**config.mk**
```make
export PLATFORM = sky130hd
export DESIGN_NAME = gfde_cfg
export DESIGN_NICKNAME = d
export VERILOG_FILES = /design/src/rtl/gfde_pkg.sv /design/src/rtl/gfde_cfg.sv
export SDC_FILE = /design/constraint.sdc
export NUM_CORES = 1
export LEC_CHECK = 0
export BUFFER_PORTS_ARGS = -buffer_cell sky130_fd_sc_hd__buf_2
export CORE_ASPECT_RATIO = 0.7
export CORE_MARGIN = 5
export CORE_UTILIZATION = 38
export CTS_BUF_LIST = sky130_fd_sc_hd__clkbuf_8
export CTS_CLUSTER_DIAMETER = 120
export DETAILED_ROUTE_END_ITERATION = 10
export GPL_TIMING_DRIVEN = 0
export PLACE_DENSITY = 0.7
export REMOVE_ABC_BUFFERS = 1
export SETUP_SLACK_MARGIN = 0.5
export SYNTH_ARGS = -nofsm -noshare
export SYNTH_HDL_FRONTEND = slang
export SYNTH_SLANG_ARGS = --single-unit
```
**constraint.sdc**
```tcl
create_clock -name clk -period 1 [get_ports clk]
set_input_delay 0.1 -clock clk [delete_from_list [all_inputs] [get_ports clk]]
set_output_delay 0.1 -clock clk [all_outputs]
set_load 0.02 [all_outputs]
```
**src/rtl/gfde_pkg.sv**
```systemverilog
package gfde_pkg;

	localparam int CFG_IDX_W  = 3;
	localparam int CFG_DATA_W = 16;
	localparam int STRIDE_W   = 16;
	localparam int DIM_W      = 7;
	localparam int CODE_W     = 4;
	localparam int SEQ_W      = 32;

	// register indexes on the configuration channel
	localparam logic [CFG_IDX_W-1:0] REG_PROGRESS_ENABLE = 3'd0;
	localparam logic [CFG_IDX_W-1:0] REG_STRIDE          = 3'd1;
	localparam logic [CFG_IDX_W-1:0] REG_GRID_COLUMNS    = 3'd2;
	localparam logic [CFG_IDX_W-1:0] REG_GRID_ROWS       = 3'd3;
	localparam logic [CFG_IDX_W-1:0] REG_EMPTY_CODE      = 3'd4;
	localparam logic [CFG_IDX_W-1:0] REG_VISITED_CODE    = 3'd5;
	localparam logic [CFG_IDX_W-1:0] REG_FRONTIER_CODE   = 3'd6;

	typedef struct packed {
		logic                progress_enable;
		logic [STRIDE_W-1:0] stride;
		logic [DIM_W-1:0]    grid_columns;
		logic [DIM_W-1:0]    grid_rows;
		logic [CODE_W-1:0]   empty_code;
		logic [CODE_W-1:0]   visited_code;
		logic [CODE_W-1:0]   frontier_code;
	} cfg_t;

	localparam cfg_t CFG_RESET = '{
		progress_enable: 1'b1,
		stride:          16'd1,
		grid_columns:    7'd64,
		grid_rows:       7'd64,
		empty_code:      4'd0,
		visited_code:    4'd1,
		frontier_code:   4'd2
	};

endpackage

```
**src/rtl/gfde_cfg.sv**
```systemverilog
module gfde_cfg (
	input  logic                               clk,
	input  logic                               arst_n,
	input  logic                               cfg_valid,
	output logic                               cfg_ready,
	input  logic [gfde_pkg::CFG_IDX_W-1:0]     cfg_index,
	input  logic [gfde_pkg::CFG_DATA_W-1:0]    cfg_data,
	output gfde_pkg::cfg_t                     cfg
);

	gfde_pkg::cfg_t cfg_q;

	assign cfg_ready = 1'b1;
	assign cfg       = cfg_q;

	always_ff @(posedge clk or negedge arst_n) begin
		if (!arst_n) begin
			cfg_q <= gfde_pkg::CFG_RESET;
		end else if (cfg_valid) begin
			case (cfg_index)
				gfde_pkg::REG_PROGRESS_ENABLE: begin
					cfg_q.progress_enable <= cfg_data[0];
				end
				gfde_pkg::REG_STRIDE: begin
					cfg_q.stride <= cfg_data[gfde_pkg::STRIDE_W-1:0];
				end
				gfde_pkg::REG_GRID_COLUMNS: begin
					cfg_q.grid_columns <= cfg_data[gfde_pkg::DIM_W-1:0];
				end
				gfde_pkg::REG_GRID_ROWS: begin
					cfg_q.grid_rows <= cfg_data[gfde_pkg::DIM_W-1:0];
				end
				gfde_pkg::REG_EMPTY_CODE: begin
					cfg_q.empty_code <= cfg_data[gfde_pkg::CODE_W-1:0];
				end
				gfde_pkg::REG_VISITED_CODE: begin
					cfg_q.visited_code <= cfg_data[gfde_pkg::CODE_W-1:0];
				end
				gfde_pkg::REG_FRONTIER_CODE: begin
					cfg_q.frontier_code <= cfg_data[gfde_pkg::CODE_W-1:0];
				end
				default: begin
				end
			endcase
		end
	end

endmodule

```
==> qor.yml <==
run_status: "complete, but fails checks"
violations: "negative hold slack, negative setup slack"
p_sw_share_pct: 30.2
holdWs_ps: -215
fin_nets: 222
synth_ff_type: "dfrtp_1"
yosys_warnings: 0
ys_types: 12
clock_latency_ps: 290
final_max_slew_viol_count: 0
largest_reg_flops: 43
hpwl_um: 2830
crit_slowest_cell: "dfstp_2"
track_usage_pct: 15.3
start_util_pct: 39.4
grt_pass1_wl_um: 6930
die_area_um2: 5980
async_reset_ff_share_pct: 100
drc: 0
yosysTopAreaCell: "dfrtp_1"
crit_chain: "buf_6"
intPower_mw: 4.20
syn_area_um2: 1720
avgViaCountPerCell: 4.75
wl_per_cell_um: 18.1
fin_crit_sh_pct: 106
cts_tree: "built"
cts_inserted_buffers: 5
htree_levels: 2
pwr-share-comb_pct: 41.9
wl_um: 4640
path_buf_inv: 1
cts_root_buf: "clkbuf_8"
die_x_um: 90.3
post-route-util_pct: 67.7
finalWeightedCongestion: 0.671
crit_type: "flip-flop to primary output"
fp.coreArea_um2: 4350
final_layout_size_suffix_gt1_share_pct: 78.6
setup_viol: 6
r2r_start: "cfg[24]"
initialDrtViolationCount: 27
seqPwrFrac_pct: 41.2
top_level_ports: 66
start_kind: "flip-flop"
grt_max_degree: 44
finalClockSkew_ps: 0
maxCapViolCount: 0
max-vdd-ir-drop_uv: 1170
p_clk_share_pct: 16.9
required_ps: 900
switching_power_mw: 1.81
cts_num_sinks: 43
postRouteAntennaNets: 0
design_area_um2: 2950
yosysTopAreaCellShare_pct: 53.9
slowest_delay_ps: 560
clock.fmax_mhz: 944
rsz0062_at_grt: "true"
clkSlewWorstSetupHoldPaths_ps: 80
antenna_found_initial: 0
core.rowCount: 20
yosysSeqAreaShare_pct: 63.1
critPathLaunch: "cfg[25]"
clockBufferDepth: 2
synth.avg_cell_area_um2: 17.5
crit_fanout: 2
overflow: 0
p_leak_nw: 1.46
path_delay_family: "flip-flops"
yosys-top-cells-area: "dfrtp_1, mux2_2, dfstp_2"
dr.pass1.iters: 2
period_needed_ps: 1060
synth_most_common_cell: "dfrtp_1"
hold_viol: 37
timing.final.ws_setup_ps: -59.2
vias: 1216
first_global_vias: 1317
end_kind: "primary output"
power_density_nw_per_um2: 2040
port_buffers: 64
worstMarginPinSlew_ps: 525
critPathArrivalTime_ps: 960
syn_to_final_growth_pct: 71.7
synthCells: 98
antenna_cells: 0
synth_seq_cells: 43
fp.dieH_um: 66.2
place_area_um2: 2070
yosys-top-cells-count: "dfrtp_1, mux2_2, mux2_4"
hold_class: "primary input to asynchronous set/reset pin"
synth_edf_count: 0
max_slew_margin_pct: 65.0
layout by cell type, fill, tap and decap left out:
cell and count:
buf_6 56, buf_8 2, buf_12 2, conb_1 1, clkbuf_4 1, inv_1 2
dfstp_2 6, buf_4 21, mux2_2 2, clkinv_2 1, mux2_4 41, buf_2 16
clkbuf_8 5, buf_16 1, nor4b_4 1, nand4b_1 3, and4bb_4 3, dfrtp_1 37
area by class of cell:
cell class / instances / area, um2
fillers: 315 / 1410
flip-flops and latches: 43 / 1080
repair buffers: 99 / 973
multi-input cells: 51 / 741
clock buffers: 5 / 68.8
well taps: 55 / 68.8
clock inverters: 3 / 12.5
routing by layer:
| layer | vias to the layer above | global-route usage (%) | share of wire, % |
|---|---|---|---|
| li1 | 554 | - | - |
| met1 | 620 | 18.0 | 43 |
| met2 | 35 | 26.2 | 51 |
| met3 | 7 | 5.12 | 4.9 |
| met4 | 0 | 5.58 | 1.4 |
| met5 | - | 0 | 0 |
repair_timing:
item | 4_1_cts | 5_1_grt
buffers inserted | 19 | 15
endpoints found under the hold margin | 37 | 37
pin swaps | 3 | 1
gates resized for setup | 135 | 14
cloned | 1 | 0
setup endpoints to repair | 123 | 86
final timing paths:
kind / slack (ps) / depth (start not counted) / to
hold reg to reg: 540 / 1 / cfg[31]
max in group asynchronous: 840 / 1 / cfg[1]
hold / removal: -220 / 1 / cfg[23]
setup reg to reg: 90 / 2 / cfg[24]
min in group clk: 40 / 2 / cfg[35]
setup / recovery: -60 / 1 / cfg[25]
stage by stage:
step                setup WS (ps)  instances  total power [mW]  TNS, ps
finish                      -59.2        256              6.01     -291
global route                -89.6        256              6.27     -473
CTS                         -59.7        241              5.81     -337
detailed placement           -719        213              3.89   -14120
global placement             -672        213              3.82   -12900
floorplan                    -348         94              3.28    -4990
kinds of logic (layout without fill, tap and decap cells):
family,count (synthesis),after routing,synth area share (%)
mux,43,43,30.4
flops,43,43,63.1
simple gates,7,7,4.23
other cells,1,1,0.218
buf+inv,4,107,2.04
power groups by stage:
stage	clock (mW)	combinational [mW]	sequential, mW
floorplan	0	0.418	2.86
global placement	0	1.47	2.35
detailed placement	0	1.50	2.38
CTS	1.04	2.31	2.45
global route	1.11	2.64	2.52
finish	1.02	2.52	2.47
Power figures use the tool's default switching activity.
