[src/rtl/gfde_pkg.sv]
package gfde_pkg;

	localparam int CFG_IDX_W  = 3;
	localparam int CFG_DATA_W = 16;
	localparam int STRIDE_W   = 16;
	localparam int DIM_W      = 7;
	localparam int CODE_W     = 4;
	localparam int SEQ_W      = 32;

	// register indexes on the configuration channel
	localparam logic [CFG_IDX_W-1:0] REG_PROGRESS_ENABLE = 3'd0;
	localparam logic [CFG_IDX_W-1:0] REG_STRIDE          = 3'd1;
	localparam logic [CFG_IDX_W-1:0] REG_GRID_COLUMNS    = 3'd2;
	localparam logic [CFG_IDX_W-1:0] REG_GRID_ROWS       = 3'd3;
	localparam logic [CFG_IDX_W-1:0] REG_EMPTY_CODE      = 3'd4;
	localparam logic [CFG_IDX_W-1:0] REG_VISITED_CODE    = 3'd5;
	localparam logic [CFG_IDX_W-1:0] REG_FRONTIER_CODE   = 3'd6;

	typedef struct packed {
		logic                progress_enable;
		logic [STRIDE_W-1:0] stride;
		logic [DIM_W-1:0]    grid_columns;
		logic [DIM_W-1:0]    grid_rows;
		logic [CODE_W-1:0]   empty_code;
		logic [CODE_W-1:0]   visited_code;
		logic [CODE_W-1:0]   frontier_code;
	} cfg_t;

	localparam cfg_t CFG_RESET = '{
		progress_enable: 1'b1,
		stride:          16'd1,
		grid_columns:    7'd64,
		grid_rows:       7'd64,
		empty_code:      4'd0,
		visited_code:    4'd1,
		frontier_code:   4'd2
	};

endpackage

[src/rtl/gfde_out.sv]
module gfde_out #(
	parameter int ROW_W  = 6,
	parameter int COL_W  = 6,
	parameter int CELL_W = 4,
	parameter int CNT_W  = 13,
	parameter int OUT_W  = 80
) (
	input  logic                          clk,
	input  logic                          arst_n,
	input  logic                          load,
	input  logic                          delta_in,
	input  logic                          summary_in,
	input  logic                          delta_last_in,
	input  logic [ROW_W-1:0]              row_in,
	input  logic [COL_W-1:0]              col_in,
	input  logic [CELL_W-1:0]             value_in,
	input  logic [CNT_W-1:0]              visited_in,
	input  logic [CNT_W-1:0]              frontier_in,
	input  logic [gfde_pkg::SEQ_W-1:0]    seq_in,
	output logic                          ready,
	output logic                          m_axis_tvalid,
	input  logic                          m_axis_tready,
	output logic [OUT_W-1:0]              m_axis_tdata,
	output logic                          m_axis_tuser,
	output logic                          m_axis_tlast
);

	logic                       delta_v_q;
	logic                       summ_v_q;
	logic                       delta_last_q;
	logic [ROW_W-1:0]           row_q;
	logic [COL_W-1:0]           col_q;
	logic [CELL_W-1:0]          value_q;
	logic [CNT_W-1:0]           visited_q;
	logic [CNT_W-1:0]           frontier_q;
	logic [gfde_pkg::SEQ_W-1:0] seq_q;
	logic                       pop;

	assign m_axis_tvalid = delta_v_q || summ_v_q;
	assign pop           = m_axis_tvalid && m_axis_tready;
	// room for a new pair once at most the last pending result is leaving
	assign ready         = !m_axis_tvalid || (m_axis_tready && (delta_v_q ^ summ_v_q));

	always_ff @(posedge clk or negedge arst_n) begin
		if (!arst_n) begin
			delta_v_q <= 1'b0;
			summ_v_q  <= 1'b0;
		end else if (load) begin
			delta_v_q <= delta_in;
			summ_v_q  <= summary_in;
		end else if (pop) begin
			if (delta_v_q) begin
				delta_v_q <= 1'b0;
			end else begin
				summ_v_q <= 1'b0;
			end
		end
	end

	always_ff @(posedge clk) begin
		if (load) begin
			delta_last_q <= delta_last_in;
			row_q        <= row_in;
			col_q        <= col_in;
			value_q      <= value_in;
			visited_q    <= visited_in;
			frontier_q   <= frontier_in;
			seq_q        <= seq_in;
		end
	end

	// delta goes first; a delta shows zero summary fields and vice versa
	always_comb begin
		if (delta_v_q) begin
			m_axis_tdata = OUT_W'({{gfde_pkg::SEQ_W{1'b0}}, {CNT_W{1'b0}}, {CNT_W{1'b0}},
				value_q, col_q, row_q});
			m_axis_tuser = 1'b0;
			m_axis_tlast = delta_last_q;
		end else begin
			m_axis_tdata = OUT_W'({seq_q, frontier_q, visited_q,
				{CELL_W{1'b0}}, {COL_W{1'b0}}, {ROW_W{1'b0}}});
			m_axis_tuser = 1'b1;
			m_axis_tlast = 1'b1;
		end
	end

	a_pair_delta_not_last: assert property (@(posedge clk) disable iff (!arst_n)
		delta_v_q && summ_v_q |-> !delta_last_q)
		else $error("delta marked last while a summary follows");

endmodule

[config.mk]
export PLATFORM = sky130hd
export DESIGN_NAME = gfde_out
export DESIGN_NICKNAME = d
export VERILOG_FILES = /design/src/rtl/gfde_pkg.sv /design/src/rtl/gfde_out.sv
export SDC_FILE = /design/constraint.sdc
export NUM_CORES = 1
export LEC_CHECK = 0
export BUFFER_PORTS_ARGS = -buffer_cell sky130_fd_sc_hd__buf_2
export CORE_ASPECT_RATIO = 0.5
export CORE_MARGIN = 5
export CORE_UTILIZATION = 40
export DETAILED_ROUTE_END_ITERATION = 7
export GPL_TIMING_DRIVEN = 0
export PLACE_DENSITY = 0.75
export SLEW_MARGIN = 20
export SYNTH_ARGS = -nofsm -noshare
export SYNTH_HDL_FRONTEND = slang
export SYNTH_SLANG_ARGS = --single-unit
export TNS_END_PERCENT = 20
[constraint.sdc]
create_clock -name clk -period 3 [get_ports clk]
set_input_delay 0.3 -clock clk [delete_from_list [all_inputs] [get_ports clk]]
set_output_delay 0.3 -clock clk [all_outputs]
set_load 0.01 [all_outputs]
==> metrics.md, run 1 <==
| Metric | Value |
|---|---|
| Status | `finished clean` |
| Starting DRT DRC Count | `83` |
| Root Driver | `clkbuf_16` |
| Die height | `70.6 microns` |
| Layout cell share with drive strength beyond 1 | `51.5%` |
| Post-synthesis mux area share | `0.341%` |
| Simple-Gate Fraction of Synth Area | `16.7%` |
| Std cell rows | `22` |
| Final setup TNS | `0 ps` |
| Post-Synth Adder-Cell Area | `0.426%` |
| # DRC | `0` |
| Post-route clock period utilization | `59.5%` |
| P per Cell Area | `618 nW/um^2` |
| Starting Density | `40.6%` |
| Via Count | `1,953` |
| Post-synthesis register bit count | `77` |
| CP required | `2700 ps` |
| Critical path class | `reg2out` |
| Library cells used by synthesis | `17` |
| Clock sink count | `77` |
| Tmin final | `1780 ps` |
| Vias in the first global route | `2,108` |
| Synth area leaders | `edfxtp_1 (77%), nor2b_1 (13%), and2_1 (3.4%)` |
| Post-Layout Cell Count | `455` |
| Register area share after synthesis | `78.3%` |
| Max Clock Skew | `0.0105 ps` |
| Drt total wl | `6.79 mm` |
| Net Switching | `579 uW` |
| Post-DR wirelength/cell | `14.9 microns` |
| Unrepaired setup endpoints after global routing | `false` |
| Area growth from synthesis to layout | `41.2%` |
| Largest net degree at the start of global routing | `51` |
| Comb power frac | `13.5%` |
| Max VDD drop | `0.000365 V` |
| # setup viols final | `0` |
| Largest family of logic cells by synthesized area | `simple AND/OR/NAND/NOR gates` |
| Sw Share | `22.6%` |
| Clk pin slew, worst setup/hold paths | `50 ps` |
| Arr. time, crit path | `1480 ps` |
| Ant diodes | `0` |
| Placed cells | `439` |
| HPWL Detailed | `5.13 mm` |
| Hold Path Class | `in2reg` |
| Fill count | `613` |
| Number of CTS-inserted buffers | `9` |
| Pre-antenna DRT Iters | `4` |
| Core area | `7240 sq um` |
| Total grt overflow | `0` |
| Reg power frac | `50.6%` |
| Synth Warn # | `0` |
| Register area | `2300 sq um` |
| Max-cap violations | `0` |
| Post-Synthesis Cells | `179` |
| Io pins | `165` |
| Layout Nets | `437` |
| Gr usage total | `14.7%` |
| Via density | `4.29` |
| Startpoint types | `flip-flop` |
| I/O Buffers | `158` |
| TritonCTS clock tree | `done` |
| Crit Path Max Fanout | `10` |
| Clk Latency, worst-skew pair | `330 ps` |
| Die W | `131 microns` |
| Top achievable clock speed | `561 MHz` |
| Post-Synth XOR/XNOR Area | `0%` |
| H-tree levels | `3` |
| Syn avg cell area | `16.4 sq um` |
| Multi-input logic area | `553 sq um` |
| Initial antenna violation count | `0` |
| Routability Congestion | `0.687` |
| Final Max Slew Viols | `0` |
| Cell Area, Synth | `2940 sq um` |
| ANT nets after route | `0` |
| Final hold violations | `0` |
| Share of the synthesized area in the top cell type | `76.6%` |
| Internal power | `1.98 mW` |
| Leak Pwr | `1.88 nW` |
| First-pass GRT wire length | `10.5 mm` |
| Clock group share of total power | `35.9%` |
| Die ar. | `9270 sq um` |
| Leading area contributor after synthesis | `edfxtp_1` |
| Longest Clk Path Bufs | `2` |
| Crit. End Element | `output pin` |
| Post-synthesis compound-gate area fraction | `0.596%` |
[logic make-up (layout without fill, tap and decap cells)]
group	Yosys count	after routing
and+or+nand+nor	80	80
DFF	77	77
buffers and inverters	17	192
AOI/OAI and AO/OA	2	2
adders and majority gates	1	1
other	1	6
muxes	1	1
[layout by cell type, fill, tap and decap left out, types with 2 or more instances in the layout]
cell / instances
clkinv_1: 3
inv_1: 2
nand2_1: 3
conb_1: 6
buf_2: 164
buf_4: 7
clkbuf_16: 9
clkbuf_1: 2
dfrtp_1: 2
nor2b_1: 59
edfxtp_1: 75
and2_1: 16
[area by class of cell]
cell class	count	area share, %
Multi-Input combinational cell	90	13.3
Clock buffer	11	5.61
Tap cell	96	2.89
Timing Repair Buffer	160	19.8
Sequential cell	77	55.5
Buffer	14	2.20
Inverter	3	0.271
Clock inverter	4	0.392
[power by group through the flow]
stage | combinational, mW | sequential, mW | clock [mW]
after floorplan | 0.162 | 1.31 | 0
after global placement | 0.339 | 1.31 | 0
after detailed placement | 0.351 | 1.32 | 0
after CTS | 0.353 | 1.30 | 0.945
after global routing | 0.380 | 1.30 | 1.00
final | 0.347 | 1.30 | 0.920
[layer usage]
layer,routed length (microns),part of all wire [%],GRT usage (%)
met4,101,1.5,5.88
met5,0,0,0
met3,340,5.0,5.40
met1,2320,34,13.8
met2,4030,59,29.0
[what timing repair did]
action	CTS	global route
hold buffers	1	0
setup buffers	0	0
gates resized for setup	0	0
hold endpoints to repair	2	0
[synth_stat cells]
cell type and count:
o31ai_2 1, nor2_1 1, buf_2 7, buf_6 1, mux2i_1 1, nand2b_1 1, conb_1 1, ha_1 1
nand2_1 3, buf_4 6, edfxtp_1 75, inv_1 2, a21oi_1 1, inv_2 1, nor2b_1 59, dfrtp_1 2
and2_1 16
[critical path, cell delays in order (launching register included)]
cell	delay, ps
dfrtp_1	410
buf_6	170
inv_2	60
ha_1	280
nand2_1	60
nand2_1	50
buf_2	130
[through the flow]
step | setup slack (ps) | util (%) | hold slack, ps | cell area (sq um) | power [mW]
final | 1220 | 57.3 | 140 | 4150 | 2.56
after detailed placement | 1550 | 53.8 | 89.2 | 3890 | 1.67
after global placement | 1040 | 53.4 | 85.0 | 3870 | 1.65
after floorplan | 1730 | - | 4.41 | 2960 | 1.47
after CTS | 1180 | 57.3 | 131 | 4150 | 2.59
after global routing | 1080 | 57.3 | 121 | 4150 | 2.69
[final timing paths]
check	slack, ps	cells after the start	from	endpoint
max in group asynchronous	2620	2	arst_n	delta_v_q
hold reg to reg	580	2	summ_v_q	summ_v_q
hold / removal	140	1	frontier_in[11]	frontier_q[11]
setup reg to reg	1770	5	delta_v_q	summ_v_q
setup / recovery	1220	6	delta_v_q	ready
min in group asynchronous	280	2	arst_n	summ_v_q
[state kept, by name (all words and copies together), names as in the netlist]
register / cells
seq_q: 32
col_q: 6
visited_q: 13
value_q: 4
frontier_q: 13
row_q: 6
summ_v_q: 1
delta_last_q: 1
delta_v_q: 1
Power figures use the tool's default switching activity.
==> run 2: changes to the inputs <==
Clock period 3 ns to 1.75 ns, I/O delays scaled along.
==> run 2 against run 1 <==
Against the previous run: combinational power is 76% higher; sequential power up 71%; hold slack lost 120 ps; first-iteration DRC count is 41% higher; via count increased by 1.5%; utilization up 1.1 points; clock power grew 72%; critical path depth unchanged; register-to-register slack got worse by 1200 ps; non-clock buffer count grew 8; largest power group unchanged.
==> metrics.md, run 2 (synthesis gave the netlist of run 1 again) <==
| Metric | Value |
|---|---|
| Status | `finished clean` |
| # setup viols final | `0 (unchanged)` |
| Max-cap violations | `0 (unchanged)` |
| Worst r2r src | `delta_v_q` |
| Pre-antenna DRT Iters | `4 (unchanged)` |
| Std cell rows | `22 (unchanged)` |
| Root Driver | `clkbuf_16` |
| Final hold violations | `0 (unchanged)` |
| Starting DRT DRC Count | `117 (+41%)` |
| Layout cell share with drive strength beyond 1 | `51.0% (-0.58 points)` |
| H-tree levels | `3 (unchanged)` |
| Setup crit end | `ready` |
| Largest Register | `seq_q` |
| Clk pin slew, worst setup/hold paths | `60 ps (about the same)` |
| Area growth from synthesis to layout | `43.9%` |
| Crit. End Element | `output pin` |
| ANT nets after route | `0 (unchanged)` |
| Commonest non-fill, non-tap cell in the layout | `buf_2` |
| Clk Latency, worst-skew pair | `330 ps (about the same)` |
| Leak Pwr | `1.91 nW (+1.8%)` |
| Unrepaired setup endpoints after global routing | `false` |
| Max reg flops | `32 (unchanged)` |
| Via density | `4.28 (-0.27%)` |
| Initial antenna violation count | `0 (unchanged)` |
| Gr usage total | `14.7% (unchanged)` |
| Routability Congestion | `0.687 (unchanged)` |
| I/O Buffers | `158 (unchanged)` |
| Crit Reg-Reg Endpoint | `summ_v_q` |
| CP required | `1570 ps (-1130 ps)` |
| Clock sink count | `77 (unchanged)` |
| First-pass GRT wire length | `10.5 mm (unchanged)` |
| Setup crit start | `delta_v_q` |
| Drt total wl | `6.92 mm (+1.8%)` |
| Vias in the first global route | `2,108 (unchanged)` |
| WHS | `17.7 ps (-123 ps)` |
| Worst r2r path cells | `5 (unchanged)` |
| Post-route clock period utilization | `92.5%` |
| Arr. time, crit path | `1440 ps (-40 ps)` |
| Longest Clk Path Bufs | `2 (unchanged)` |
| Multi-input logic area | `553 sq um (unchanged)` |
| Total grt overflow | `0 (unchanged)` |
| Most frequent cells in the layout | `buf_2 (164), edfxtp_1 (75), nor2b_1 (59), and2_1 (16), clkbuf_16 (9)` |
| Number of CTS-inserted buffers | `9 (unchanged)` |
| # DRC | `0 (unchanged)` |
| Max VDD drop | `0.000626 V (+71%)` |
| P per Cell Area | `1040 nW/um^2 (+69%)` |
| Reg2reg setup slack | `570 ps (-1200 ps)` |
| Top achievable clock speed | `618 MHz` |
| Largest net degree at the start of global routing | `51 (unchanged)` |
| Final setup TNS | `0 ps (unchanged)` |
| Crit Path Max Fanout | `10 (unchanged)` |
| Hold Path Class | `in2reg` |
| HPWL Detailed | `5.13 mm (unchanged)` |
| TritonCTS clock tree | `done` |
| Layout Nets | `445 (+1.8%)` |
| Fill count | `608 (-0.82%)` |
| Die height | `70.6 microns (unchanged)` |
| Starting Density | `40.6% (unchanged)` |
| Final Max Slew Viols | `0 (unchanged)` |
| Via Count | `1,982 (+1.5%)` |
| Core area | `7240 sq um (unchanged)` |
| Io pins | `165 (unchanged)` |
| Post-DR wirelength/cell | `14.9 microns (about the same)` |
| Max Clock Skew | `0.0115 ps (+0.000944 ps)` |
| Tmin final | `1620 ps` |
| Register area | `2300 sq um (about the same)` |
| Ant diodes | `0 (unchanged)` |
| Die W | `131 microns (unchanged)` |
| Die ar. | `9270 sq um (unchanged)` |
| Biggest registers after layout | `seq_q: 32 flops, frontier_q: 13 flops, visited_q: 13 flops` |
| Critical path class | `reg2out` |
| Startpoint types | `flip-flop` |
-- run 2: changes by cell type in the layout (fill, tap and decap cells not counted) --
cell           previous run  this run
dlygate4sd3_1             1         8
dfrtp_2                   0         1
dfrtp_1                   2         1
buf_4                     7         8
-- run 2: routing by layer --
layer	track usage, %	routed length [microns]	up-vias
li1	-	-	969
met1	13.8	2330	946
met2	29.0	4160	56
met3	5.40	308	11
met4	5.88	121	0
met5	0	0	-
-- run 2: critical path: stages (launching register included) --
cell and delay (ps):
dfrtp_2 380, buf_6 150, inv_2 60, ha_1 280
nand2_1 60, nand2_1 50, buf_2 130
-- run 2: worst min-delay path by stage --
stage	endpoint	startpoint	slack, ps	cells past startpoint
2_1_floorplan	delta_v_q	arst_n	-120	0
3_3_place_gp	delta_v_q	arst_n	-40	1
3_5_place_dp	summ_v_q	arst_n	-40	1
4_1_cts	col_q[1]	col_in[1]	6	1
5_1_grt	seq_q[1]	seq_in[1]	0.4	1
6_report	visited_q[4]	visited_in[4]	20	1
-- run 2: where the power goes --
part | leakage, nW | switching [mW] | internal [mW]
clock network | 0.122 | 0.643 | 0.934
registers | 0.757 | 0.0334 | 2.19
logic | 1.03 | 0.320 | 0.292
total | 1.91 | 0.996 | 3.41
-- run 2: layout make-up --
type                       instances  share of cell area (%)
inverter                           3                   0.266
sequential                        77                    54.5
tap                               96                    2.84
multi-input combinational         90                    13.1
buffer                            14                    2.16
clock buffer                      11                    5.50
timing repair buffer             168                    21.3
clock inverter                     4                   0.385
-- run 2: repair_timing --
action	4_1_cts	5_1_grt
buffers inserted	0	1
gates resized for setup	0	1
setup endpoints to repair	0	1
hold buffers	1	7
hold endpoints to repair	2	7
-- run 2: metrics by stage --
| step | setup WS, ps | instances | utilization (%) | power, mW | cell area (sq um) |
|---|---|---|---|---|---|
| floorplan | 603 | 184 | - | 2.52 | 2960 |
| global placement | -82.7 | 438 | 53.4 | 2.83 | 3870 |
| detailed placement | 424 | 439 | 53.8 | 2.86 | 3890 |
| CTS | 57.0 | 455 | 57.3 | 4.45 | 4150 |
| global route | 22.7 | 463 | 58.4 | 4.63 | 4230 |
| finish | 132 | 463 | 58.4 | 4.41 | 4230 |
